<file path="src/rtl/core/bb33_pkg.sv">
`default_nettype none

package bb33_pkg;

  // Sizes
  localparam int unsigned MaxWidthDefault = 2048;
  localparam int unsigned WidthRegW       = 12;
  localparam int unsigned HeightRegW      = 16;
  localparam int unsigned InRowW          = HeightRegW + 1;
  localparam int unsigned ChanW           = 8;
  localparam int unsigned NumChan         = 3;
  localparam int unsigned PixelW          = NumChan * ChanW;
  localparam int unsigned SumW            = 12;
  localparam int unsigned CntW            = 4;
  localparam int unsigned NumW            = SumW + 1;
  localparam int unsigned DvsW            = CntW + 1;
  localparam int unsigned CfgIndexW       = 8;
  localparam int unsigned CfgDataW        = 16;
  localparam int unsigned NumRows         = 3;
  localparam int unsigned SlotW           = 2;
  localparam int unsigned TapIdxW         = 3;
  localparam int unsigned NumStoredTaps   = 8;

  // Configuration register indexes
  typedef enum logic [CfgIndexW-1:0] {
    CfgImageWidth  = CfgIndexW'(0),
    CfgImageHeight = CfgIndexW'(1)
  } cfg_reg_e;

  // Offset of a window tap from the center pixel
  typedef enum logic [1:0] {
    OffMinus,
    OffZero,
    OffPlus
  } tap_off_e;

  // Row offset of stored tap k (k / 3 - 1)
  function automatic tap_off_e tap_row_off(input logic [TapIdxW-1:0] k);
    tap_off_e off;
    case (k) inside
      [3'd0:3'd2]: off = OffMinus;
      [3'd3:3'd5]: off = OffZero;
      default:     off = OffPlus;
    endcase
    return off;
  endfunction

  // Column offset of stored tap k (k % 3 - 1)
  function automatic tap_off_e tap_col_off(input logic [TapIdxW-1:0] k);
    tap_off_e off;
    case (k) inside
      3'd0, 3'd3, 3'd6: off = OffMinus;
      3'd1, 3'd4, 3'd7: off = OffZero;
      default:          off = OffPlus;
    endcase
    return off;
  endfunction

  // Row slot of the next row, modulo the row count
  function automatic logic [SlotW-1:0] slot_next(input logic [SlotW-1:0] s);
    return (s == SlotW'(NumRows - 1)) ? '0 : s + SlotW'(1);
  endfunction

  // Row slot of the previous row, modulo the row count
  function automatic logic [SlotW-1:0] slot_prev(input logic [SlotW-1:0] s);
    return (s == '0) ? SlotW'(NumRows - 1) : s - SlotW'(1);
  endfunction

endpackage

`default_nettype wire

</file>
<file path="src/rtl/core/bb33_divider.sv">
`default_nettype none

// Three-channel restoring divider, one quotient bit per cycle
module bb33_divider (
  input  wire logic                                                 clk_i,
  input  wire logic                                                 rst_ni,
  input  wire logic                                                 start_i,
  input  wire logic [bb33_pkg::NumChan-1:0][bb33_pkg::NumW-1:0]     num_i,
  input  wire logic [bb33_pkg::DvsW-1:0]                            dvs_i,
  output logic                                                      done_o,
  output logic      [bb33_pkg::NumChan-1:0][bb33_pkg::ChanW-1:0]    quo_o
);

  localparam int unsigned StepW = $clog2(bb33_pkg::ChanW);

  logic [bb33_pkg::NumChan-1:0][bb33_pkg::NumW-1:0]  rem_q, rem_d;
  logic [bb33_pkg::NumChan-1:0][bb33_pkg::ChanW-1:0] quo_q, quo_d;
  logic [bb33_pkg::NumW-1:0]                         dvs_q, dvs_d;
  logic [StepW-1:0]                                  step_q, step_d;
  logic                                              busy_q, busy_d;
  logic                                              done_q, done_d;

  // Load on start, then subtract the shifted divisor where it fits
  always_comb begin
    rem_d  = rem_q;
    quo_d  = quo_q;
    dvs_d  = dvs_q;
    step_d = step_q;
    busy_d = busy_q;
    done_d = 1'b0;
    if (start_i) begin
      rem_d  = num_i;
      dvs_d  = bb33_pkg::NumW'(dvs_i) << (bb33_pkg::ChanW - 1);
      step_d = '0;
      busy_d = 1'b1;
    end else if (busy_q) begin
      for (int ch = 0; ch < bb33_pkg::NumChan; ch++) begin
        if (rem_q[ch] >= dvs_q) begin
          rem_d[ch] = rem_q[ch] - dvs_q;
          quo_d[ch] = {quo_q[ch][bb33_pkg::ChanW-2:0], 1'b1};
        end else begin
          quo_d[ch] = {quo_q[ch][bb33_pkg::ChanW-2:0], 1'b0};
        end
      end
      dvs_d  = dvs_q >> 1;
      step_d = step_q + StepW'(1);
      if (step_q == StepW'(bb33_pkg::ChanW - 1)) begin
        busy_d = 1'b0;
        done_d = 1'b1;
      end
    end
  end

  // Control
  always_ff @(posedge clk_i or negedge rst_ni) begin
    if (!rst_ni) begin
      step_q <= '0;
      busy_q <= 1'b0;
      done_q <= 1'b0;
    end else begin
      step_q <= step_d;
      busy_q <= busy_d;
      done_q <= done_d;
    end
  end

  // Datapath
  always_ff @(posedge clk_i) begin
    rem_q <= rem_d;
    quo_q <= quo_d;
    dvs_q <= dvs_d;
  end

  assign done_o = done_q;
  assign quo_o  = quo_q;

endmodule

`default_nettype wire

</file>
<file path="config.mk">
export PLATFORM = sky130hd
export DESIGN_NAME = bb33_divider
export DESIGN_NICKNAME = d
export VERILOG_FILES = /design/src/rtl/core/bb33_pkg.sv /design/src/rtl/core/bb33_divider.sv
export SDC_FILE = /design/constraint.sdc
export NUM_CORES = 1
export LEC_CHECK = 0
export ABC_AREA = 0
export BUFFER_PORTS_ARGS = -buffer_cell sky130_fd_sc_hd__buf_2
export CELL_PAD_IN_SITES_DETAIL_PLACEMENT = 0
export CELL_PAD_IN_SITES_GLOBAL_PLACEMENT = 1
export CORE_ASPECT_RATIO = 1.2
export CORE_MARGIN = 10
export CORE_UTILIZATION = 45
export CTS_CLUSTER_DIAMETER = 120
export DETAILED_ROUTE_END_ITERATION = 12
export MAX_ROUTING_LAYER = met4
export PLACE_DENSITY = 0.87
export SYNTH_ARGS = -nofsm -noshare
export SYNTH_HDL_FRONTEND = slang
export SYNTH_SLANG_ARGS = --single-unit
</file>
<file path="constraint.sdc">
create_clock -name clk_i -period 3.3 [get_ports clk_i]
set_input_delay 0.165 -clock clk_i [delete_from_list [all_inputs] [get_ports clk_i]]
set_output_delay 0.165 -clock clk_i [all_outputs]
set_load 0.05 [all_outputs]
</file>
=== Word level (Yosys, flattened, before mapping) ===
Cells that the tools add are included.

* Input port bits: 47
* Bits in registers: 80

* Bitwise operators: 1
* Eq/ne operators: 1
* Order comparisons: 3
* Add/subtract/negate cells: 4
* Reduce and logical (&&, ||, !) cells: 8
* Muxes and demuxes: 18

{| class="wikitable"
|+ Operators with widths
! operator !! count
|-
| 39-bit 2-to-1 mux || 2
|-
| 13-bit by 12-bit >= comparator with 1-bit output || 3
|-
| 13-bit 2-to-1 mux || 3
|-
| 13-bit by 12-bit subtractor with 13-bit output || 3
|-
| 12-bit 2-to-1 mux || 2
|-
| 1-bit 2-to-1 mux || 9
|-
| 2-bit AND reduction || 4
|-
| 2-bit nonzero test || 4
|-
| 3-bit 2-to-1 mux || 2
|-
| 3-bit by 1-bit adder with 3-bit output, second input constant || 1
|-
| 3-bit equality test, second input constant || 1
|-
| 1-bit NOT || 1
|}

=== Depth between registers and ports, before layout ===
* Depth after elaboration: 4
* Mapped depth: 9
* Depth with buffers taken out: 9

=== Least setup slack after synthesis ===
OpenSTA, ideal clock, no wires.

* Kind: flip-flop to flip-flop
* From: reg dvs_q[1] (netlist name)
* To: reg rem_q[0] (netlist name), enable pin
* Data arrival time: 2.408 ns
* Setup time: 0.401 ns
* Setup slack: 0.491 ns
* Path buffers: 0
* Period minus slack after synthesis: 2.809 ns
* Cell stages (with the launch flop): 8
* Path through: dfxtp_1 inv_1 ha_1 nor2b_1 o2111ai_1 a31oi_1 nor3b_1 o21ai_0

* Longest elaborated chain between the ends: 3

{| class="wikitable"
|+ RTL lines
! what !! RTL line !! text
|-
| start: declaration || bb33_divider.sv:18 || <nowiki>logic [bb33_pkg::NumW-1:0] dvs_q, dvs_d;</nowiki>
|-
| start signal: assignment || bb33_divider.sv:71 || <nowiki>dvs_q <= dvs_d;</nowiki>
|-
| 13-bit by 12-bit >= comparator with 1-bit output || bb33_divider.sv:38 || <nowiki>if (rem_q[ch] >= dvs_q) begin</nowiki>
|-
| 2-bit nonzero test (no line) || n/a ||
|-
| 2-bit AND reduction (no line) || n/a ||
|-
| end signal: assignment || bb33_divider.sv:69 || <nowiki>rem_q <= rem_d;</nowiki>
|-
| end: declaration || bb33_divider.sv:16 || <nowiki>logic [bb33_pkg::NumChan-1:0][bb33_pkg::NumW-1:0] rem_q, rem_d;</nowiki>
|}

Every way passes these cells.
A chain may end at the register's enable or synchronous reset.

=== Final worst setup path ===
* From: reg dvs_q[1] (netlist name)
* To: reg rem_q[25] (netlist name), enable pin

The elaborated chain is that of the path after synthesis.

==> flow_metrics.py <==
metrics = {
    "synth": {
        "synth_cells": 477,
        "ys_seq_elements": 80,
        "syn-num-nets": 565,
        "ys_seq_area_share_pct": 46.4,
        "synth_edf_count": 68,
        "synthesis.area_um2": 4970,
        "yosysWarnings": 0,
        "ys.flop_type": "edfxtp_1",
        "synthDistinctLibCells": 62,
        "synthArstFlopShare_pct": 6.25,
        "synth_area_per_cell_um2": 10.4,
    },
    "critical_path": {
        "worstPathRequired_ps": 3270,
        "ff2ff_setup_slack_ps": 580,
        "cp_max_fo": 13,
        "ff2ff_path_depth": 7,
        "cp_slowest_cell": "a21o_1",
        "timing.rr.start": "dvs_q[1]",
        "start_kind": "register",
        "worst_setup_path_end_kind": "register",
        "critPathBufInv": 1,
        "critical_path.cell_chain": "inv_1, ha_1, nand2b_1, a2111oi_4, o311ai_2, a31oi_2, a21o_1",
        "crit_family": "compound AO/OA/AOI/OAI gates",
        "slowest_delay_ps": 490,
        "critPathKind": "reg -> reg",
        "arrival_ps": 2700,
        "rr_endpoint": "rem_q[25]",
    },
    "power": {
        "combPwrFrac_pct": 49.8,
        "pwr_density_cell_nw_per_um2": 917,
        "p_sw_uw": 2160,
        "p_sw_share_pct": 40.5,
        "intPower_uw": 3170,
        "seqPwrFrac_pct": 31.4,
        "leakage_uw": 0.00245,
        "peakVddDrop_v": 0.000429,
        "p_clk_share_pct": 18.8,
    },
    "die": {
        "coreArea_um2": 10900,
        "num_rows": 42,
        "die_height_um": 135,
        "dieArea_um2": 15700,
        "die_x_um": 116,
        "ios": 72,
        "floorplan.initialDensity_pct": 45.5,
    },
    "placement": {
        "gp_congestion": 0.906,
        "dp.cells": 673,
        "dp_hpwl_um": 9200,
        "pre_cts_slack_ps": 550,
        "placed_cell_area_um2": 5500,
        "io_buffers": 71,
    },
    "min_path": {
        "hold_path_end": "rem_q[28]",
        "min_path_cells": 3,
        "holdCritPathClass": "in -> reg",
        "hold_start": "num_i[28]",
    },
    "global_route": {
        "grt_overflow": 0,
        "grt_pass1_vias": 4047,
        "grt_pass1_wl_um": 19800,
        "grt_max_degree": 43,
        "antenna_found_initial": 0,
        "track_usage_pct": 16.2,
    },
    "timing": {
        "slew_headroom_pct": 48.4,
        "worst_slew_pin_slew_ps": 765,
        "fmax_mhz": 367,
        "setup_viol": 0,
        "finalCritPeriodShare_pct": 82.6,
        "tns_ps": 0,
        "fin_ws_ps": 575,
        "fin_crit_ps": 2720,
        "clock_skew_ps": 5.79,
        "hold_viol_final": 0,
        "rsz0062_at_grt": "false",
        "drv_slew": 0,
    },
    "clock_network": {
        "hold_buffers": 1,
        "cts_max_level": 3,
        "clk_pin_slew_worst_paths_ps": 60,
        "cts_resized": 0,
        "clockBufferDepth": 2,
        "clock_latency_ps": 340,
        "clock-sinks": 80,
        "cts_tree": "yes",
        "cts-buffers-inserted": 9,
        "cts_root_buf": "clkbuf_16",
        "postCtsSetupRepairBufs": 0,
    },
    "cells_and_area": {
        "layout_common_cells": "buf_2, edfxtp_1, nand2_1",
        "areaGrowthSynthToFinish_pct": 16.8,
        "diodes": 0,
        "layout-drive-gt1-share_pct": 18.6,
        "design_area_um2": 5810,
        "final_nets": 641,
        "fillers": 994,
        "final_common_cell": "buf_2",
        "fin_util_pct": 53.1,
        "finalNonFillerCells": 690,
    },
    "detailed_routing": {
        "drt-total-wl_um": 12000,
        "drt-initial-drc-count": 233,
        "remaining_drc_errors": 0,
        "postRouteAntennaNets": 0,
        "drt-wirelength-per-cell_um": 17.4,
        "first_pass_iters": 5,
        "vias_per_cell": 5.73,
        "num_vias": 3955,
    },
    "status": {
        "status": "finished, final reports clean",
    },
    "job": {
        "max_cap_violations": 0,
    },
}
-- stage by stage --
step                hold slack [ps]  power [uW]
floorplan                      -131        3710
global placement              -20.1        4240
detailed placement            -9.79        4310
CTS                            94.2        5340
global route                    121        5750
finish                          104        5330
-- worst max-delay path by stage --
stage,cells past startpoint,end,slack [ps],start
2_1_floorplan,7,rem_q[0],490,dvs_q[1]
3_3_place_gp,7,rem_q[16],610,dvs_q[1]
3_5_place_dp,7,rem_q[16],550,dvs_q[1]
4_1_cts,7,rem_q[24],530,dvs_q[1]
5_1_grt,7,rem_q[15],340,dvs_q[9]
6_report,7,rem_q[25],580,dvs_q[1]
-- state kept, by name (all words and copies together) (netlist names) --
| signal | cells |
|---|---|
| quo_o | 24 |
| done_o | 1 |
| dvs_q | 12 |
| step_q | 3 |
| rem_q | 39 |
| busy_q | 1 |
-- kinds of logic after synthesis --
group	synth area share [%]
fa+ha+maj	10.8
simple gates	14.5
flops	46.4
mux	3.04
compound gates	19.6
xor+xnor	2.82
buf+inv	2.89
-- worst reg2reg max path, delay by kind of cell, from the launching register on --
family,cells,cell delay (ps)
flops,1,440
simple gates,1,150
fa+ha+maj,1,320
compound gates,4,1290
buf+inv,1,160
-- per-layer routing --
| metal | GRT usage, % | up-vias | part of all wire (%) |
|---|---|---|---|
| met1 | 19.1 | 1843 | 43 |
| li1 | - | 1964 | - |
| met3 | 2.62 | 19 | 5.2 |
| met2 | 26.6 | 129 | 49 |
| met4 | 7.45 | 0 | 2.3 |
| met5 | - | - | 0 |
-- power by group through the flow --
stage / logic (uW) / clock network, uW / registers [uW]
after global placement: 2560 / 0 / 1680
after global routing: 2980 / 1070 / 1700
final: 2650 / 1000 / 1670
after floorplan: 1920 / 0 / 1790
after CTS: 2650 / 1020 / 1680
after detailed placement: 2620 / 0 / 1700
-- area by class of cell --
cell class                 count  area [um^2]  share of cell area [%]
clock buffer                  10          229                    3.94
clock inverter                 6         67.6                    1.16
timing repair buffer          81          433                    7.45
tap                          132          165                    2.84
sequential                    80         2310                    39.7
inverter                      22         82.6                    1.42
multi-input combinational    359         2520                    43.5
-- cells in the mapped netlist, drive strengths merged (4+ instances only) --
master	instances	area (um^2)
a211oi	8	60.1
a21boi	5	37.5
a21o	10	75.1
a21oi	25	133
a22o	5	43.8
and2	4	25.0
buf	4	16.3
clkbuf	12	45.0
dfrtp	5	125
dfxtp	7	140
edfxtp	68	2040
ha	38	475
inv	22	82.6
mux2i	14	140
nand2	46	173
nand2b	10	62.6
nand3	11	55.1
nand4	6	37.5
nor2	32	120
nor2b	5	31.3
nor3	10	50.1
nor3b	7	52.6
nor4	4	25.0
o21a	7	52.6
o21ai	41	209
o31ai	10	75.1
xnor2	7	61.3
xor2	9	78.8
(Power assumes the default switching activity.)
